==> src/sv/clc_pkg.sv <==
`default_nettype none
// ----------------------------------------------------------------------------
// Card number Luhn classifier package
// Types, constants and small arithmetic helpers shared by the classifier.
// ----------------------------------------------------------------------------
package clc_pkg;

	typedef logic [3:0] digit_t;
	typedef logic [4:0] count_t;
	typedef logic [7:0] prefix_t;

	typedef enum logic [1:0] {
		BRAND_INVALID = 2'd0,
		BRAND_AMEX    = 2'd1,
		BRAND_MASTER  = 2'd2,
		BRAND_VISA    = 2'd3
	} brand_t;

	// One digit item as held in the input stage.
	typedef struct packed {
		digit_t digit;
		logic   last;
	} digit_item_t;

	// The result of one card number.
	typedef struct packed {
		logic   checksum_ok;
		brand_t brand;
	} verdict_t;

	localparam count_t  COUNT_MAX      = 5'd31;
	localparam count_t  AMEX_LEN       = 5'd15;
	localparam count_t  MASTER_LEN     = 5'd16;
	localparam count_t  VISA_LONG_LEN  = 5'd16;
	localparam count_t  VISA_SHORT_LEN = 5'd13;
	localparam prefix_t AMEX_PRE_A     = 8'd34;
	localparam prefix_t AMEX_PRE_B     = 8'd37;
	localparam prefix_t MASTER_PRE_LO  = 8'd51;
	localparam prefix_t MASTER_PRE_HI  = 8'd55;
	localparam digit_t  VISA_LEAD      = 4'd4;
	localparam digit_t  DIGIT_BASE     = 4'd10;

	// Undoubled share of a digit: the value mod 10 (codes above nine wrap).
	function automatic digit_t digit_mod10(input digit_t v);
		digit_t r;
		r = (v >= DIGIT_BASE) ? digit_t'(v - DIGIT_BASE) : v;
		return r;
	endfunction

	// Doubled share: 2v, less nine when that reaches ten, then taken mod 10.
	function automatic digit_t doubled_share(input digit_t v);
		logic [4:0] p;
		p = {v, 1'b0};
		if (p >= 5'd10) begin
			p = p - 5'd9;
		end
		if (p >= 5'd20) begin
			p = p - 5'd20;
		end else if (p >= 5'd10) begin
			p = p - 5'd10;
		end
		return p[3:0];
	endfunction

	// Sum of two values below ten, reduced mod 10.
	function automatic digit_t add_mod10(input digit_t a, input digit_t b);
		logic [4:0] s;
		s = 5'(a) + 5'(b);
		if (s >= 5'd10) begin
			s = s - 5'd10;
		end
		return s[3:0];
	endfunction

	// Brand from the digit count and the first two digits.
	function automatic brand_t classify(input count_t n, input digit_t d0, input digit_t d1);
		prefix_t pre;
		brand_t  b;
		pre = prefix_t'({d0, 3'b000}) + prefix_t'({d0, 1'b0}) + prefix_t'(d1);
		if (n == AMEX_LEN && (pre == AMEX_PRE_A || pre == AMEX_PRE_B)) begin
			b = BRAND_AMEX;
		end else if (n == MASTER_LEN && pre >= MASTER_PRE_LO && pre <= MASTER_PRE_HI
				&& d0 < DIGIT_BASE && d1 < DIGIT_BASE) begin
			b = BRAND_MASTER;
		end else if ((n == VISA_LONG_LEN || n == VISA_SHORT_LEN) && d0 == VISA_LEAD) begin
			b = BRAND_VISA;
		end else begin
			b = BRAND_INVALID;
		end
		return b;
	endfunction

endpackage
`default_nettype wire

==> src/sv/clc_digit_if.sv <==
`default_nettype none
// ----------------------------------------------------------------------------
// Digit channel
// Valid/ready channel that carries one card number digit per item.
// ----------------------------------------------------------------------------
interface clc_digit_if;
	logic            valid;
	logic            ready;
	clc_pkg::digit_t digit;
	logic            last;

	modport source (output valid, output digit, output last, input ready);
	modport sink (input valid, input digit, input last, output ready);
endinterface
`default_nettype wire

==> src/sv/clc_result_if.sv <==
`default_nettype none
// ----------------------------------------------------------------------------
// Result channel
// Valid/ready channel that carries the verdict for one card number.
// ----------------------------------------------------------------------------
interface clc_result_if;
	logic            valid;
	logic            ready;
	logic            checksum_ok;
	clc_pkg::brand_t brand;

	modport source (output valid, output checksum_ok, output brand, input ready);
	modport sink (input valid, input checksum_ok, input brand, output ready);
endinterface
`default_nettype wire

==> src/sv/clc_accum.sv <==
`default_nettype none
// ----------------------------------------------------------------------------
// Luhn accumulator
// Holds both parity sums, the digit count and the first two digits, and
// forms the verdict for the digit being stepped in.
// ----------------------------------------------------------------------------
module clc_accum (
	input  wire logic                 clk,
	input  wire logic                 arst_n,
	input  wire logic                 step,
	input  wire clc_pkg::digit_item_t item,
	output clc_pkg::verdict_t         verdict
);
	import clc_pkg::*;

	digit_t sum_undbl_q;
	digit_t sum_dbl_q;
	count_t count_q;
	digit_t lead_q;
	digit_t second_q;

	digit_t sum_undbl_nx;
	digit_t sum_dbl_nx;
	count_t count_nx;
	digit_t lead_nx;
	digit_t second_nx;

	// The sums swap roles on every digit: the newest digit is undoubled in one
	// and doubled in the other.
	always_comb begin
		sum_undbl_nx = add_mod10(sum_dbl_q, digit_mod10(item.digit));
		sum_dbl_nx   = add_mod10(sum_undbl_q, doubled_share(item.digit));
		count_nx     = (count_q < COUNT_MAX) ? count_t'(count_q + 5'd1) : count_q;
		lead_nx      = (count_q == 5'd0) ? item.digit : lead_q;
		second_nx    = (count_q == 5'd1) ? item.digit : second_q;
	end

	// Verdict as it stands if this digit is the last one.
	always_comb begin
		verdict.checksum_ok = (sum_undbl_nx == 4'd0);
		verdict.brand       = verdict.checksum_ok ? classify(count_nx, lead_nx, second_nx)
		                                          : BRAND_INVALID;
	end

	// State registers; the final digit of a number returns them to reset.
	always_ff @(posedge clk or negedge arst_n) begin
		if (!arst_n) begin
			sum_undbl_q <= '0;
			sum_dbl_q   <= '0;
			count_q     <= '0;
			lead_q      <= '0;
			second_q    <= '0;
		end else if (step) begin
			if (item.last) begin
				sum_undbl_q <= '0;
				sum_dbl_q   <= '0;
				count_q     <= '0;
				lead_q      <= '0;
				second_q    <= '0;
			end else begin
				sum_undbl_q <= sum_undbl_nx;
				sum_dbl_q   <= sum_dbl_nx;
				count_q     <= count_nx;
				lead_q      <= lead_nx;
				second_q    <= second_nx;
			end
		end
	end

endmodule
`default_nettype wire

==> src/sv/clc_out_stage.sv <==
`default_nettype none
// ----------------------------------------------------------------------------
// Result register
// Holds one verdict until the sink takes it.
// ----------------------------------------------------------------------------
module clc_out_stage (
	input  wire logic              clk,
	input  wire logic              arst_n,
	input  wire logic              load,
	input  wire clc_pkg::verdict_t value,
	output logic                   can_load,
	clc_result_if.source           result
);
	import clc_pkg::*;

	logic     valid_q;
	verdict_t value_q;

	// A new verdict may enter when the register is empty or being drained.
	assign can_load = !valid_q || result.ready;

	always_ff @(posedge clk or negedge arst_n) begin
		if (!arst_n) begin
			valid_q <= 1'b0;
		end else if (load) begin
			valid_q <= 1'b1;
		end else if (result.ready) begin
			valid_q <= 1'b0;
		end
	end

	always_ff @(posedge clk) begin
		if (load) begin
			value_q <= value;
		end
	end

	assign result.valid       = valid_q;
	assign result.checksum_ok = value_q.checksum_ok;
	assign result.brand       = value_q.brand;

endmodule
`default_nettype wire

==> src/sv/card_number_luhn_classifier.sv <==
// The last digit is held in the input register, and its verdict is then
// registered in the result register. Throughput: one digit per cycle, save for
// stalls; the accumulator update is a single mod-10 add per parity sum between
// the input and state registers. A digit stalls only while a finished verdict
// waits and the sink is not ready. Reset (arst_n low, asynchronous) clears the
// sums, the count, the stored prefix digits and both valid flags.
`default_nettype none
// ----------------------------------------------------------------------------
// Card number Luhn classifier
// Takes card number digits one per item and gives the Luhn verdict and the
// card brand once the last digit has been taken.
// ----------------------------------------------------------------------------
module card_number_luhn_classifier (
	input  wire logic    clk,
	input  wire logic    arst_n,
	clc_digit_if.sink    card_digit,
	clc_result_if.source verdict
);
	import clc_pkg::*;

	logic        valid_s1;
	digit_item_t item_s1;
	logic        advance_s1;
	logic        can_load;
	verdict_t    verdict_nx;

	// A digit that is not last never needs the result register.
	assign advance_s1       = valid_s1 && (!item_s1.last || can_load);
	assign card_digit.ready = !valid_s1 || advance_s1;

	// Input register.
	always_ff @(posedge clk or negedge arst_n) begin
		if (!arst_n) begin
			valid_s1 <= 1'b0;
		end else if (card_digit.ready) begin
			valid_s1 <= card_digit.valid;
		end
	end

	always_ff @(posedge clk) begin
		if (card_digit.ready && card_digit.valid) begin
			item_s1 <= '{digit: card_digit.digit, last: card_digit.last};
		end
	end

	clc_accum u_accum (
		.clk     (clk),
		.arst_n  (arst_n),
		.step    (advance_s1),
		.item    (item_s1),
		.verdict (verdict_nx)
	);

	clc_out_stage u_out (
		.clk      (clk),
		.arst_n   (arst_n),
		.load     (advance_s1 && item_s1.last),
		.value    (verdict_nx),
		.can_load (can_load),
		.result   (verdict)
	);

endmodule
`default_nettype wire

==> src/flat_wrapper.sv <==
// flat-port wrapper written by rule: the top's interface ports become plain ports
module card_number_luhn_classifier_flat import clc_pkg::*;
  (clk, arst_n, card_digit_valid, card_digit_digit, card_digit_last, card_digit_ready, verdict_valid, verdict_checksum_ok, verdict_brand, verdict_ready);
  clc_digit_if card_digit_i ();
  clc_result_if verdict_i ();
  input  wire logic clk;
  input  wire logic arst_n;
  input wire logic [$bits(card_digit_i.valid)-1:0] card_digit_valid;
  input wire logic [$bits(card_digit_i.digit)-1:0] card_digit_digit;
  input wire logic [$bits(card_digit_i.last)-1:0] card_digit_last;
  output wire logic [$bits(card_digit_i.ready)-1:0] card_digit_ready;
  output wire logic [$bits(verdict_i.valid)-1:0] verdict_valid;
  output wire logic [$bits(verdict_i.checksum_ok)-1:0] verdict_checksum_ok;
  output wire logic [$bits(verdict_i.brand)-1:0] verdict_brand;
  input wire logic [$bits(verdict_i.ready)-1:0] verdict_ready;
  assign card_digit_i.valid = card_digit_valid;
  assign card_digit_i.digit = card_digit_digit;
  assign card_digit_i.last = card_digit_last;
  assign card_digit_ready = card_digit_i.ready;
  assign verdict_valid = verdict_i.valid;
  assign verdict_checksum_ok = verdict_i.checksum_ok;
  assign verdict_brand = verdict_i.brand;
  assign verdict_i.ready = verdict_ready;
  card_number_luhn_classifier u_core (.clk(clk), .arst_n(arst_n), .card_digit(card_digit_i), .verdict(verdict_i));
endmodule
==> config.mk <==
export PLATFORM = sky130hd
export DESIGN_NAME = card_number_luhn_classifier_flat
export DESIGN_NICKNAME = d
export VERILOG_FILES = /design/src/sv/clc_pkg.sv /design/src/sv/clc_digit_if.sv /design/src/sv/clc_result_if.sv /design/src/sv/clc_accum.sv /design/src/sv/clc_out_stage.sv /design/src/sv/card_number_luhn_classifier.sv /design/src/flat_wrapper.sv
export SDC_FILE = /design/constraint.sdc
export NUM_CORES = 1
export LEC_CHECK = 0
export ABC_AREA = 0
export ABC_CLOCK_PERIOD_IN_PS = 6150
export BUFFER_PORTS_ARGS = -buffer_cell sky130_fd_sc_hd__buf_4
export CAP_MARGIN = 20
export CORE_MARGIN = 2
export CORE_UTILIZATION = 45
export DETAILED_ROUTE_END_ITERATION = 6
export HOLD_SLACK_MARGIN = 0.08
export PLACE_DENSITY_LB_ADDON = 0.12
export SLEW_MARGIN = 25
export SYNTH_ARGS = -nofsm -noshare
export SYNTH_HDL_FRONTEND = slang
export SYNTH_SLANG_ARGS = --single-unit
==> constraint.sdc <==
create_clock -name clk -period 6.15 [get_ports clk]
set_input_delay 1.5375 -clock clk [delete_from_list [all_inputs] [get_ports clk]]
set_output_delay 1.5375 -clock clk [all_outputs]
set_load 0.005 [all_outputs]
==> results.sh <==
export IMPL_syn_nets=326
export IMPL_ant_nets=0
export IMPL_io_pins=14
export IMPL_antenna_found_initial=0
export IMPL_gp_congestion=0.843
export IMPL_vias=2070
export IMPL_worst_slew_pin_slew_ns=0.732
export IMPL_synth_top_area_share_pct=22.0
export IMPL_power_mw=0.967
export IMPL_synthTopCellsByCount="30 x ha_1, 26 x inv_1, 25 x nand2_1"
export IMPL_syn_area_mm2=0.00261
export IMPL_grt_pass1_wl_mm=9.87
export IMPL_die_h_um=80.2
export IMPL_status="finished clean"
export IMPL_setup_tns_final_ns=0
export IMPL_fin_skew_ns=0.00912
export IMPL_ys_seq_area_share_pct=31.2
export IMPL_cellLeakagePower_nw=1.30
export IMPL_initial_core_util_pct=47.1
export IMPL_startpoint_type="flip-flop"
export IMPL_async_reset_ff_share_pct=74.2
export IMPL_yosys_area_top_type="dfrtp_1"
export IMPL_die_x_um=80.2
export IMPL_synth_flop_cell="dfrtp_1"
export IMPL_criticalPathCategory="flip-flop to flip-flop"
export IMPL_place_ws_ns=1.72
export IMPL_ctsHoldBuffers=0
export IMPL_period_share_pct=71.9
export IMPL_synth_xor_area_share_pct=2.68
export IMPL_max_cap_violations=0
export IMPL_root_buffer="clkbuf_8"
export IMPL_portBuffers=13
export IMPL_synthCells=283
export IMPL_hold_class="flip-flop to flip-flop"
export IMPL_num_nets_final=337
export IMPL_min_path_cells=2
export IMPL_first_iter_violations=98
export IMPL_cts_clk_slew_worst_paths_ns=0.07
export IMPL_synth_edf_count=8
export IMPL_avgSynthCellArea_um2=9.23
export IMPL_clock_sinks=31
export IMPL_maxSlewHeadroom_pct=51.1
export IMPL_synth_top_family_by_area="simple AND/OR/NAND/NOR gates"
export IMPL_cts_tree="done"
export IMPL_ys_top_cells_by_area="dfrtp_1 22%, ha_1 14%, edfxtp_1 9.2%"
export IMPL_areaGrowthSynthToFinish_pct=8.29
export IMPL_synthAdderAreaFrac_pct=17.4
export IMPL_num_rows=27
export IMPL_fill_cells=525
export IMPL_synth_compound_area_share_pct=16.9
export IMPL_ctsResizeCount=0
export IMPL_grt_pass1_vias=2082
export IMPL_antenna_cells=0
export IMPL_drt_pass1_iter_count=4
export IMPL_track_usage_pct=19.9
export IMPL_required_ns=6.32
export IMPL_rsz0062_at_grt="false"
export IMPL_htreeDepth=2
export IMPL_grt_max_degree=24
export IMPL_endpoint_kind="flip-flop"
export IMPL_cts_max_path_buffers=2
export IMPL_cts_buffers=5
export IMPL_finalWirelength_mm=5.68
export IMPL_peakVddDrop_uv=182
export IMPL_synth_mux_area_share_pct=5.80
export IMPL_dieArea_mm2=0.00643
export IMPL_powerDensity_mw_per_mm2=342
export IMPL_core_region_area_mm2=0.00554
export IMPL_synthSimpleGateAreaFrac_pct=20.0
export IMPL_final_hold_viol_count=0
export IMPL_overflow=0
export IMPL_drv_slew=0
export IMPL_dp_hpwl_mm=4.22
export IMPL_cp_max_fo=8
export IMPL_clk_latency_ns=0.29
export IMPL_avgRoutedWirePerCell_um=15.5
export IMPL_drive_gt1_share_pct=11.9
export IMPL_reg2regPathDepth=18
export IMPL_routed_via_density=5.64
export IMPL_synth_most_common_cell="ha_1"
export IMPL_fmax_mhz=226
export IMPL_post_cts_buffers=0
export IMPL_setup_viol=0
export IMPL_setup_ws_ns=1.73
export IMPL_yosys_warnings=0
export IMPL_synth_seq_cells=31
export IMPL_synth_cell_types=51
export IMPL_drcViolationCount=0
export IMPL_period_needed_ns=4.42
export IMPL_crit_arrival_ns=4.59
-- registers in the layout (all words and copies together) (netlist names) --
| register | cells |
|---|---|
| u_core.u_accum.sum_dbl_q | 4 |
| u_core.u_accum.lead_q | 4 |
| u_core.u_accum.sum_undbl_q | 4 |
| u_core.item_s1 | 5 |
| u_core.u_out.result.valid | 1 |
| u_core.valid_s1 | 1 |
| u_core.u_accum.second_q | 4 |
| u_core.u_accum.count_q | 5 |
| u_core.u_out.result.brand | 2 |
| u_core.u_out.result.checksum_ok | 1 |
-- cell families (layout without fill, tap and decap cells) --
family | Yosys count | in the layout
and+or+nand+nor | 93 | 93
DFF | 31 | 31
buffers and inverters | 35 | 47
adders and majority gates | 34 | 34
xor gates and xnor gates | 8 | 8
muxes | 14 | 14
AOI/OAI and AO/OA | 68 | 68
-- metal layers --
layer  vias to the layer above  part of all wire, %  GRT usage (%)
li1                       1032                    -              -
met1                       974                   49           27.3
met2                        53                   45           30.8
met3                        11                  4.6           4.04
met4                         0                  1.6           7.63
met5                         -                    0              0
-- where the power goes --
part           total [mW]  internal, mW  switching [mW]
logic               0.519         0.230           0.289
clock network       0.159        0.0790          0.0799
registers           0.289         0.250          0.0392
total               0.967         0.558           0.408
-- layout by cell type (no fill, tap or decap), drive strengths merged, types with 4 or more instances in the layout --
master,synthesis,layout
mux2,6,6
nand2,25,25
edfxtp,8,8
a22o,4,4
nand3b,4,4
inv,26,26
dfrtp,23,23
clkbuf,6,6
o21ai,16,16
fa,4,4
nor2,14,14
nand3,10,10
mux2i,8,8
nand2b,6,6
buf,3,13
xnor2,5,5
nor3,4,4
nor3b,4,4
nor2b,5,5
a21oi,22,22
ha,30,30
nand4,4,4
-- metrics by stage --
stage	hold slack (ns)	area, um^2	std cells	utilization [%]
finish	0.490	2830	367	51.0
global route	0.522	2830	367	51.0
CTS	0.491	2830	367	51.0
detailed placement	0.472	2740	359	49.5
global placement	0.461	2740	359	49.5
floorplan	0.445	2610	283	-
-- worst max-delay path: stages (launching register included) --
cell and delay, ns:
edfxtp_1 0.52, inv_1 0.18, ha_1 0.21, nand2b_1 0.15, a21oi_1 0.34, mux2_2 0.43, inv_1 0.07, ha_1 0.14
nand2_1 0.04, and3_1 0.21, mux2i_1 0.25, xnor2_1 0.14, fa_1 0.44, xor2_1 0.27, ha_1 0.23, nand2_1 0.06
a21oi_1 0.26, nor4_1 0.08, a221o_1 0.29
-- path summary, 6_finish.rpt --
check / from / to / slack (ns)
min in group asynchronous: arst_n / u_core.u_accum.lead_q[3] / 1.13
worst max-delay path: u_core.item_s1[2] / u_core.u_accum.sum_dbl_q[2] / 1.73
worst min-delay path: u_core.u_accum.sum_dbl_q[0] / u_core.u_accum.sum_dbl_q[0] / 0.49
worst max register to register: u_core.item_s1[2] / u_core.u_accum.sum_dbl_q[2] / 1.73
max in group asynchronous: arst_n / u_core.u_accum.second_q[1] / 4.78
worst min register to register: u_core.u_accum.sum_dbl_q[0] / u_core.u_accum.sum_dbl_q[0] / 0.49
-- area by class of cell --
class                   instances  area (um^2)  area share [%]
well taps                      72         90.1            3.19
repair buffers                 13         97.6            3.45
clock inverters                 2         12.5           0.442
multi-input cells             217         1640            58.1
inverters                      26         97.6            3.45
flip-flops and latches         31          816            28.8
clock buffers                   6         72.6            2.57
Power figures use the tool's default switching activity.
